==> config.mk <==
export PLATFORM = sky130hd
export DESIGN_NAME = mwa_div
export DESIGN_NICKNAME = d
export VERILOG_FILES = /design/src/rtl/mwa_pkg.sv /design/src/rtl/mwa_div.sv
export SDC_FILE = /design/constraint.sdc
export NUM_CORES = 1
export LEC_CHECK = 0
export ABC_AREA = 1
export BUFFER_PORTS_ARGS = -buffer_cell sky130_fd_sc_hd__buf_4
export CAP_MARGIN = 20
export CORE_ASPECT_RATIO = 0.6
export CORE_MARGIN = 4
export CORE_UTILIZATION = 45
export DETAILED_ROUTE_END_ITERATION = 16
export GPL_TIMING_DRIVEN = 0
export HOLD_SLACK_MARGIN = 0.08
export PLACE_DENSITY_LB_ADDON = 0.15
export SETUP_SLACK_MARGIN = 0.02
export SLEW_MARGIN = 20
export SYNTH_ARGS = -nofsm -noshare
export SYNTH_HDL_FRONTEND = slang
export SYNTH_SLANG_ARGS = --single-unit
==> constraint.sdc <==
create_clock -name clk -period 2.2 [get_ports clk]
set_input_delay 0.44 -clock clk [delete_from_list [all_inputs] [get_ports clk]]
set_output_delay 0.44 -clock clk [all_outputs]
set_load 0.01 [all_outputs]
==> src/rtl/mwa_pkg.sv <==
// Shared types, widths and codes of the mirrored window average block.
package mwa_pkg;

  localparam int COL_W      = 12;
  localparam int SCORE_W    = 16;
  localparam int HW_W       = 11;
  localparam int NC_W       = 13;
  localparam int WIN_W      = HW_W + 1;
  localparam int SUM_W      = SCORE_W + WIN_W;
  localparam int IDX_W      = NC_W + 2;
  localparam int ADDR_EXT_W = 17;
  localparam int CFG_IDX_W  = 1;
  localparam int CFG_DATA_W = NC_W;

  localparam int DEF_MAX_COLUMNS     = 4096;
  localparam int DEF_MAX_HALF_WINDOW = 1024;

  localparam logic [NC_W-1:0] RESET_NUM_COLUMNS = NC_W'(4096);

  localparam logic [CFG_IDX_W-1:0] CFG_HALF_WINDOW = 1'b0;
  localparam logic [CFG_IDX_W-1:0] CFG_NUM_COLUMNS = 1'b1;

  typedef enum logic [0:0] {
    OP_LOAD  = 1'b0,
    OP_QUERY = 1'b1
  } op_t;

  typedef enum logic [2:0] {
    ST_IDLE,
    ST_SUM,
    ST_WAIT,
    ST_START,
    ST_DIV,
    ST_DONE
  } state_t;

endpackage

==> src/rtl/mwa_div.sv <==
// Restoring divider, one quotient bit per cycle, for sums below divisor * 2^16.
module mwa_div import mwa_pkg::*; (
  input  logic               clk,
  input  logic               rst_n,
  input  logic               start,
  input  logic [SUM_W-1:0]   dividend,
  input  logic [WIN_W-1:0]   divisor,
  output logic               done,
  output logic [SCORE_W-1:0] quotient
);

  localparam int CntW = $clog2(SCORE_W + 1);

  logic [WIN_W-1:0]   rem_r;
  logic [SCORE_W-1:0] dq_r;
  logic [CntW-1:0]    cnt_r;
  logic               done_r;

  logic [WIN_W:0]     trial;
  logic [WIN_W:0]     diff;
  logic               fits;
  logic [WIN_W-1:0]   rem_step;

  always_comb begin
    trial    = {rem_r, dq_r[SCORE_W-1]};
    diff     = trial - {1'b0, divisor};
    fits     = (trial >= {1'b0, divisor});
    rem_step = fits ? diff[WIN_W-1:0] : trial[WIN_W-1:0];
  end

  always_ff @(posedge clk) begin
    if (!rst_n) begin
      cnt_r  <= '0;
      done_r <= 1'b0;
    end else begin
      done_r <= 1'b0;
      if (start) begin
        rem_r <= dividend[SUM_W-1:SCORE_W];
        dq_r  <= dividend[SCORE_W-1:0];
        cnt_r <= CntW'(SCORE_W);
      end else if (cnt_r != '0) begin
        rem_r  <= rem_step;
        dq_r   <= {dq_r[SCORE_W-2:0], fits};
        cnt_r  <= cnt_r - CntW'(1);
        done_r <= (cnt_r == CntW'(1));
      end
    end
  end

  assign done     = done_r;
  assign quotient = dq_r;

endmodule

==> results.ini, run 1 <==
[outcome]
status = finished clean

[layout]
fin_nets = 467
layout_common_cells = nand2_1 (127), buf_4 (67), inv_1 (52)
multiInputGateArea_um2 = 1410
syn2layout_area_growth_pct = 31.5
antenna_cells = 0
fillCellCount = 453
register_area_um2 = 961
drive_above_1_share = 0.279
final_util = 0.634
final_common_cell = nand2_1

[routing]
dr_wl_met3_um = 524
drt-pass1-iter-count = 5
wl_met2_um = 2760
finalWirelength_um = 6440
vias = 2395
top_layer_used = met4
drc = 0
first_iter_violations = 174
wl_per_cell_um = 13.5
viasPerCell = 5.04
wl_met1_um = 3150
ant_nets = 0

[floorplan]
core_area_um2 = 5230
die_area_um2 = 6910
die_h_um = 66.0
die_x_um = 105
start_util = 0.483
pin_count = 60
rows = 20

[critical_path]
r2r_slack_ns = 0.11
crit_path_max_fanout = 8
crit_top_cell = nand2_1
worstReg2RegStart = rem_r[8]
start_kind = register
critical_path_class = reg -> reg
arrival_ns = 2.13
cp_cell_sequence = ha_4, nand2_1, inv_1, nand3b_1, nor2_4, nand2_4, nand3_4, clkbuf_16, nand3_2, nand3_1, nand2_1
cp_top_family = simple AND/OR/NAND/NOR gates
endpoint_kind = register
worst_path_max_delay_cell = edfxtp_1
rr_worst_depth = 11
cp_slowest_stage_delay_ns = 0.44
worst-path-buf-inv = 2
critical_path_required_ns = 2.24
timing.rr.end = rem_r[11]

[grt]
overflow = 0
grt_pass1_vias = 2116
grt_max_degree = 29
grt_pass1_wl_um = 9930
grt_usage = 0.182
grt_antenna_before_repair = 0

[clock_tree]
cts.path.max_buffers = 2
htreeDepth = 2
worstSkewPairLatency_ns = 0.28
hold_buffers = 0
cts_tree = yes
path_clk_slew_ns = 0.07
cts_num_sinks = 34
cts_made_buffers = 5
ctsRootBufferMaster = clkbuf_8

[power]
ir_worst_vdd_mv = 0.286
p_leak_nw = 1.69
p_per_area_nw_per_um2 = 681

[logic_synthesis]
synth.area.top_cells = edfxtp_1 (33%), nand2_1 (19%), inv_1 (7.7%), ha_1 (7.4%), dfxtp_1 (4.8%)
netlist_instances = 334
synth_edf_count = 28
syn_area_per_cell_um2 = 7.56
synth_top_cell_by_area = edfxtp_1
async_reset_ff_frac = 0
synth_top_area_frac = 0.333
syn_nets = 393
seq_area_frac_synth = 0.381
syn_area_um2 = 2520
synth_seq_cells = 34
yosysWarningCount = 0
synth_flop_cell = edfxtp_1
yosys.cell_types.count = 29

[place]
post-place-ws_ns = -0.123
numPortBuffers = 59
finalWeightedCongestion = 0.896
dp_hpwl_um = 4910

[hold_path]
min_to = cnt_r[4]
hp-class = in -> reg
whs_path_depth = 3
min-delay-start = rst_n

[sta]
fmax_ghz = 0.478
rsz0062_at_grt = true
skew_ns = 0.00661
hold_violations = 0
maxSlewViolCount = 0
setup_slack_ns = 0.110
final.period_utilization = 0.950
relSlewSlack = 0.635
setup_viol = 0
timing.final.crit_period_ns = 2.09
worst_pin_slew_ns = 0.547

[flow_run]
maxCapViolCount = 0

## Yosys cell counts (2+ instances only)
cell type	instances
nand3_2	8
nand2_2	6
buf_4	2
nand3_1	18
nand4_1	12
a21oi_1	6
edfxtp_1	28
ha_1	15
nand3_4	2
nand2_1	128
o21ai_0	6
inv_1	52
nor2_1	16
nor3_1	3
clkbuf_1	4
xnor2_1	7
inv_2	3
dfxtp_1	6
nor2_4	2
## cell families after synthesis
logic type,share of synthesized area
AND/OR/NAND/NOR,0.374
buffers and inverters,0.102
flip-flops,0.381
adder cells (fa/ha/maj),0.0823
AO/OA/AOI/OAI,0.0367
XOR/XNOR,0.0243
## through the flow
step / std cells / total power (W) / TNS (ns) / instance area [µm²] / hold WS, ns
after floorplan: 334 / 0.00147 / 0 / 2520 / 0.459
after global placement: 459 / 0.00170 / -3.01 / 3050 / 0.481
after detailed placement: 459 / 0.00172 / -3.97 / 3050 / 0.516
after CTS: 468 / 0.00216 / 0 / 3140 / 0.373
after global routing: 475 / 0.00242 / -0.0119 / 3320 / 0.370
final: 475 / 0.00226 / 0 / 3320 / 0.386
## registers in the layout (all words and copies together) (netlist names)
name	cells
rem_r	12
done	1
cnt_r	5
quotient	16
## worst register-to-register path, cell delays in order, from the launching register on
cell	delay (ns)
edfxtp_1	0.44
ha_4	0.32
nand2_1	0.09
inv_1	0.09
nand3b_1	0.16
nor2_4	0.16
nand2_4	0.07
nand3_4	0.16
clkbuf_16	0.18
nand3_2	0.06
nand3_1	0.07
nand2_1	0.05
## where the power goes
group | internal, W | switching [W] | total, W | leakage, nW
Combinational | 0.000427 | 0.000526 | 0.000953 | 1.32
Sequential | 0.000808 | 0.0000632 | 0.000871 | 0.321
Clock | 0.000217 | 0.000218 | 0.000435 | 0.0426
## what timing repair did
action                                  4_1_cts  5_1_grt
resized for setup                             0       14
cloned                                        0        1
endpoints found under the setup margin        1       10
setup buffers                                 1        5
pin swaps                                     1        6
## how the worst max path moves through the flow
stage / startpoint / to / slack [ns] / depth (start not counted)
finish: rem_r[8] / rem_r[11] / 0.11 / 11
CTS: rem_r[7] / rem_r[9] / 0.03 / 9
global placement: divisor[8] / rem_r[4] / -0.09 / 12
global route: rem_r[10] / rem_r[11] / -0.01 / 9
detailed placement: start / quotient[8] / -0.12 / 4
floorplan: divisor[8] / rem_r[4] / 0.18 / 11
## layer usage
layer / track usage / vias up
met1: 0.267 / 1099
met3: 0.0459 / 2
met4: 0.0295 / 0
met5: 0 / -
li1: - / 1210
met2: 0.273 / 84
## cell type report
cell class | instances | share of cell area
Sequential cell | 34 | 0.290
Multi-Input combinational cell | 238 | 0.425
Clock inverter | 2 | 0.00264
Timing Repair Buffer | 67 | 0.159
Buffer | 7 | 0.0151
Clock buffer | 6 | 0.0219
Inverter | 55 | 0.0622
Tap cell | 66 | 0.0249
No activity file was read; power rests on OpenSTA's default activity.
==> run 2, diff against run 1 <==
Settings changed: ABC_AREA 1 to default.
Clock period 2.2 ns to 2.7 ns, I/O delays scaled along.
==> run 2 against run 1 <==
  * Final cell count down 27%
  * Final area down 14%
  * Non-clock buffer count down 7
  * Highest routed layer unchanged
  * Flip-flop and latch count unchanged
==> results.ini, run 2 <==
[place]
dpl_cell_area_um2 = 2750
numPortBuffers = 58
dp_hpwl_um = 4160
finalWeightedCongestion = 0.823

[routing]
ant_nets = 0
viasPerCell = 5.41
drc = 0
wl_per_cell_um = 15.4
drt-pass1-iter-count = 4
vias = 1876
first_iter_violations = 136
finalWirelength_um = 5360

[critical_path]
arrival_ns = 2.55
crit_path_max_fanout = 3
startpoint = quotient[15]
endpoint_kind = register
critical_path_class = reg -> reg
r2r_slack_ns = 0.19
critical_path_required_ns = 2.74
worstReg2RegStart = quotient[15]
start_kind = register

[logic_synthesis]
yosys.cell_types.count = 46
syn_area_um2 = 2230
post-synth-top-count-cell = edfxtp_1
seq_area_frac_synth = 0.430
synth.area.top_cells = edfxtp_1 (38%), ha_1 (8.4%), mux2_2 (7.6%), dfxtp_1 (5.4%), a21oi_1 (2.9%)
syn_nets = 275
netlist_instances = 216
synth_seq_cells = 34
synth_edf_count = 28
synth_flop_cell = edfxtp_1
async_reset_ff_frac = 0
netlist_top_cells_count = edfxtp_1 (28), nor2_1 (17), inv_1 (16)
synth_top_cell_by_area = edfxtp_1
syn_area_per_cell_um2 = 10.3
yosysWarningCount = 0
synth_top_area_frac = 0.376

[layout]
layout_common_cells = buf_4 (61), edfxtp_1 (28), inv_1 (16), nor2_1 (16)
final_common_cell = buf_4
largest_reg_flops = 16
syn2layout_area_growth_pct = 28.1
fin_nets = 342
drive_above_1_share = 0.324
antenna_cells = 0
stdcell_area_um2 = 2860

[floorplan]
die_x_um = 99.0
die_area_um2 = 6190
core_area_um2 = 4680
pin_count = 60
die_h_um = 62.6
rows = 19
start_util = 0.477

[flow_run]
maxCapViolCount = 0

[grt]
overflow = 0
grt_pass1_wl_um = 8910
grt_max_degree = 29
grt_usage = 0.180
grt_pass1_vias = 1836
grt_antenna_before_repair = 0

[clock_tree]
cts_tree = yes
worstSkewPairLatency_ns = 0.29
path_clk_slew_ns = 0.07
cts_num_sinks = 34
cts.path.max_buffers = 2
htreeDepth = 2
cts_made_buffers = 5
ctsRootBufferMaster = clkbuf_8

[sta]
relSlewSlack = 0.534
maxSlewViolCount = 0
rsz0062_at_grt = false
fmax_ghz = 0.399
final.period_utilization = 0.928
skew_ns = 0.00796
worst_pin_slew_ns = 0.700
setup_viol = 0
hold_violations = 0
timing.final.crit_period_ns = 2.51

[power]
ir_worst_vdd_mv = 0.300
combPwrFrac = 0.387
p_int_w = 0.00117
pwr-share-seq = 0.410
p_sw_frac = 0.338
p_leak_nw = 1.19
p_per_area_nw_per_um2 = 616
power.total_w = 0.00176
clkPwrFrac = 0.202
power_switching_w = 0.000596

[hold_path]
min-delay-start = cnt_r[1]
hp-class = reg -> reg

[outcome]
status = finished clean

[run 2: cells by family after synthesis]
| kind of cell | synth area share |
|---|---|
| XOR/XNOR | 0.0471 |
| flip-flops | 0.430 |
| buffers and inverters | 0.0426 |
| AO/OA/AOI/OAI | 0.177 |
| multiplexers | 0.0801 |
| adder cells (fa/ha/maj) | 0.0930 |
| AND/OR/NAND/NOR | 0.130 |
[run 2: layer usage]
metal  global-route usage  share of wire  up-vias
met4               0.0511          0.011        0
li1                     -              -      938
met1                0.281           0.50      860
met3               0.0557          0.089        7
met2                0.232           0.40       71
met5                    0              0        -
[run 2: worst paths after layout]
check             endpoint  cells past startpoint
setup / recovery  rem_r[8]                     10
hold / removal    cnt_r[1]                      2
setup reg to reg  rem_r[8]                     10
hold reg to reg   cnt_r[1]                      2
[run 2: power by group through the flow]
stage	clock network, W	logic (W)	registers, W
finish	0.000357	0.000682	0.000723
global route	0.000390	0.000763	0.000731
CTS	0.000363	0.000670	0.000723
detailed placement	0	0.000662	0.000733
global placement	0	0.000651	0.000734
floorplan	0	0.000456	0.000733
[run 2: critical path, stage by stage, from the launching register on]
cell and delay [ns]:
edfxtp_1 0.44, inv_1 0.09, ha_1 0.17, inv_1 0.06
fa_2 0.36, a21o_1 0.23, a311oi_2 0.25, o21bai_2 0.10
a21oi_2 0.15, xnor2_1 0.08, a221o_1 0.32
[run 2: repair_timing]
item | 4_1_cts | 5_1_grt
resized for setup | 0 | 4
pin swaps | 1 | 1
gates cloned | 0 | 0
endpoints found under the setup margin | 1 | 5
hold buffers | 0 | 0
buffers inserted | 1 | 1
[run 2: per-stage QoR]
| stage | setup TNS [ns] | hold slack (ns) | util | worst slack (ns) | instances |
|---|---|---|---|---|---|
| finish | 0 | 0.512 | 0.611 | 0.193 | 347 |
| global route | 0 | 0.528 | 0.611 | 0.0625 | 347 |
| CTS | 0 | 0.515 | 0.606 | 0.0562 | 346 |
| detailed placement | -0.123 | 0.506 | 0.587 | -0.114 | 337 |
| global placement | -0.110 | 0.513 | 0.587 | -0.110 | 337 |
| floorplan | 0 | 0.484 | - | 0.196 | 216 |
[run 2: cell type report]
class,instances,area [µm²]
fillers,437,1820
plain buffers,7,31.3
multi-input cells,158,1190
well taps,63,78.8
clock buffers,6,72.6
repair buffers,60,450
clock inverters,2,8.76
flip-flops and latches,34,961
inverters,17,63.8
==> run 3, diff against run 2 <==
Settings changed: CORE_MARGIN 4 to default, REMOVE_ABC_BUFFERS from default to 1.
==> run 3 against run 2 <==
  * Routed wire length fell by 6.5%
  * Global-route usage rose by 2.6 points
  * Clock skew down 0.0055 ns
  * Sequential power hardly changed
  * Flip-flop and latch count unchanged
  * Critical endpoint unchanged
  * First-iteration DRC count decreased by 44%
==> results.ini, run 3 (synthesis results as in run 2) <==
[outcome]
status = finished clean

[sta]
skew_ns = 0.00247
finalSetupTns_ns = 0
timing.final.crit_period_ns = 2.56
setup_viol = 0
relSlewSlack = 0.522
fmax_ghz = 0.390
rsz0062_at_grt = false
hold_ws_ns = 0.538
hold_violations = 0
final.period_utilization = 0.950
worst_pin_slew_ns = 0.717
maxSlewViolCount = 0

[power]
power.total_w = 0.00176
p_sw_frac = 0.343
clkPwrFrac = 0.207
power_switching_w = 0.000605
combPwrFrac = 0.383
p_leak_nw = 1.18
p_int_w = 0.00116
ir_worst_vdd_mv = 0.330
pwr-share-seq = 0.410
p_per_area_nw_per_um2 = 622

[layout]
drive_above_1_share = 0.327
largest_reg_flops = 16
final_util = 0.609
antenna_cells = 0
multiInputGateArea_um2 = 1190
fillCellCount = 429
fin_cells = 341
fin_nets = 336
syn2layout_area_growth_pct = 27.0
register_area_um2 = 961
layout_common_cells = buf_4 (61), edfxtp_1 (28), nor2_1 (17)
final_common_cell = buf_4

[critical_path]
r2r_slack_ns = 0.14
worstReg2RegStart = quotient[15]
critical_path_required_ns = 2.73
cp_cell_sequence = inv_1, ha_1, inv_1, fa_1, a21o_1, a311oi_2, o21bai_2, a21oi_2, xnor2_1, a221o_1
crit_path_max_fanout = 3
critical_path_class = reg -> reg
crit_top_cell = inv_1
start_kind = register
cp_slowest_stage_delay_ns = 0.42
arrival_ns = 2.60
rr_worst_depth = 10
cp_top_family = compound AO/OA/AOI/OAI gates
timing.rr.end = rem_r[8]
worst-path-buf-inv = 2
worst_path_max_delay_cell = edfxtp_1
endpoint_kind = register

[clock_tree]
cts_tree = yes
ctsRootBufferMaster = clkbuf_8
hold_buffers = 0
cts_num_sinks = 34
cts.path.max_buffers = 2
htreeDepth = 2
worstSkewPairLatency_ns = 0.28
cts_made_buffers = 5
path_clk_slew_ns = 0.07

[hold_path]
hp-class = reg -> reg
min_to = cnt_r[1]
min-delay-start = cnt_r[1]
whs_path_depth = 2

[place]
post-place-cells = 331
numPortBuffers = 59
finalWeightedCongestion = 0.801
dp_hpwl_um = 3630

[routing]
first_iter_violations = 76
vias = 1833
viasPerCell = 5.38
finalWirelength_um = 5010
drc = 0
drt-pass1-iter-count = 4
ant_nets = 0
wl_per_cell_um = 14.7

[floorplan]
start_util = 0.479
pin_count = 60
die_x_um = 93.0
core_area_um2 = 4660
rows = 19
die_h_um = 56.6
die_area_um2 = 5260

[grt]
grt_usage = 0.206
overflow = 0
grt_max_degree = 36
grt_pass1_vias = 1720
grt_pass1_wl_um = 8250
grt_antenna_before_repair = 0

[flow_run]
maxCapViolCount = 0

[run 3: timing repair]
item / CTS / global route
resized for setup: 1 / 2
setup endpoints to repair: 1 / 1
hold endpoints to repair: 0 / 0
pin swaps: 0 / 1
buffers inserted: 0 / 2
[run 3: worst register-to-register path: stages, from the launching register on]
cell      delay [ns]
edfxtp_1        0.42
inv_1           0.07
ha_1            0.17
inv_1           0.06
fa_1            0.41
a21o_1          0.23
a311oi_2        0.26
o21bai_2        0.14
a21oi_2         0.16
xnor2_1         0.08
a221o_1         0.32
[run 3: worst max path at each step]
| stage | startpoint | to | slack [ns] | cells after the start |
|---|---|---|---|---|
| after global routing | quotient[15] | rem_r[8] | 0.008 | 10 |
| after CTS | quotient[15] | rem_r[8] | 0.03 | 10 |
| after detailed placement | divisor[0] | rem_r[8] | -0.15 | 10 |
| after global placement | divisor[0] | rem_r[8] | -0.15 | 10 |
| after floorplan | divisor[0] | rem_r[8] | 0.20 | 9 |
| final | quotient[15] | rem_r[8] | 0.14 | 10 |
[run 3: stage by stage]
step / area [µm²] / setup WS (ns)
floorplan: 2200 / 0.196
global placement: 2720 / -0.147
detailed placement: 2730 / -0.151
CTS: 2820 / 0.0318
global route: 2840 / 0.00827
finish: 2840 / 0.136
[run 3: metal layers]
layer / track usage / part of all wire / routed length (µm)
met1: 0.310 / 0.50 / 2530
met2: 0.294 / 0.42 / 2080
met3: 0.0610 / 0.078 / 389
met4: 0.0330 / 0.0024 / 12
met5: 0 / 0 / 0
[run 3: power groups by stage]
stage / logic, W / registers (W) / clock network, W
floorplan: 0.000446 / 0.000733 / 0
global placement: 0.000646 / 0.000733 / 0
detailed placement: 0.000654 / 0.000733 / 0
CTS: 0.000665 / 0.000724 / 0.000376
global route: 0.000750 / 0.000734 / 0.000394
finish: 0.000675 / 0.000723 / 0.000366
[run 3: area by class of cell]
cell class / count / share of cell area
inverters: 17 / 0.0225
repair buffers: 61 / 0.161
clock buffers: 5 / 0.0243
clock inverters: 3 / 0.00573
well taps: 63 / 0.0278
flip-flops and latches: 34 / 0.339
multi-input cells: 158 / 0.419
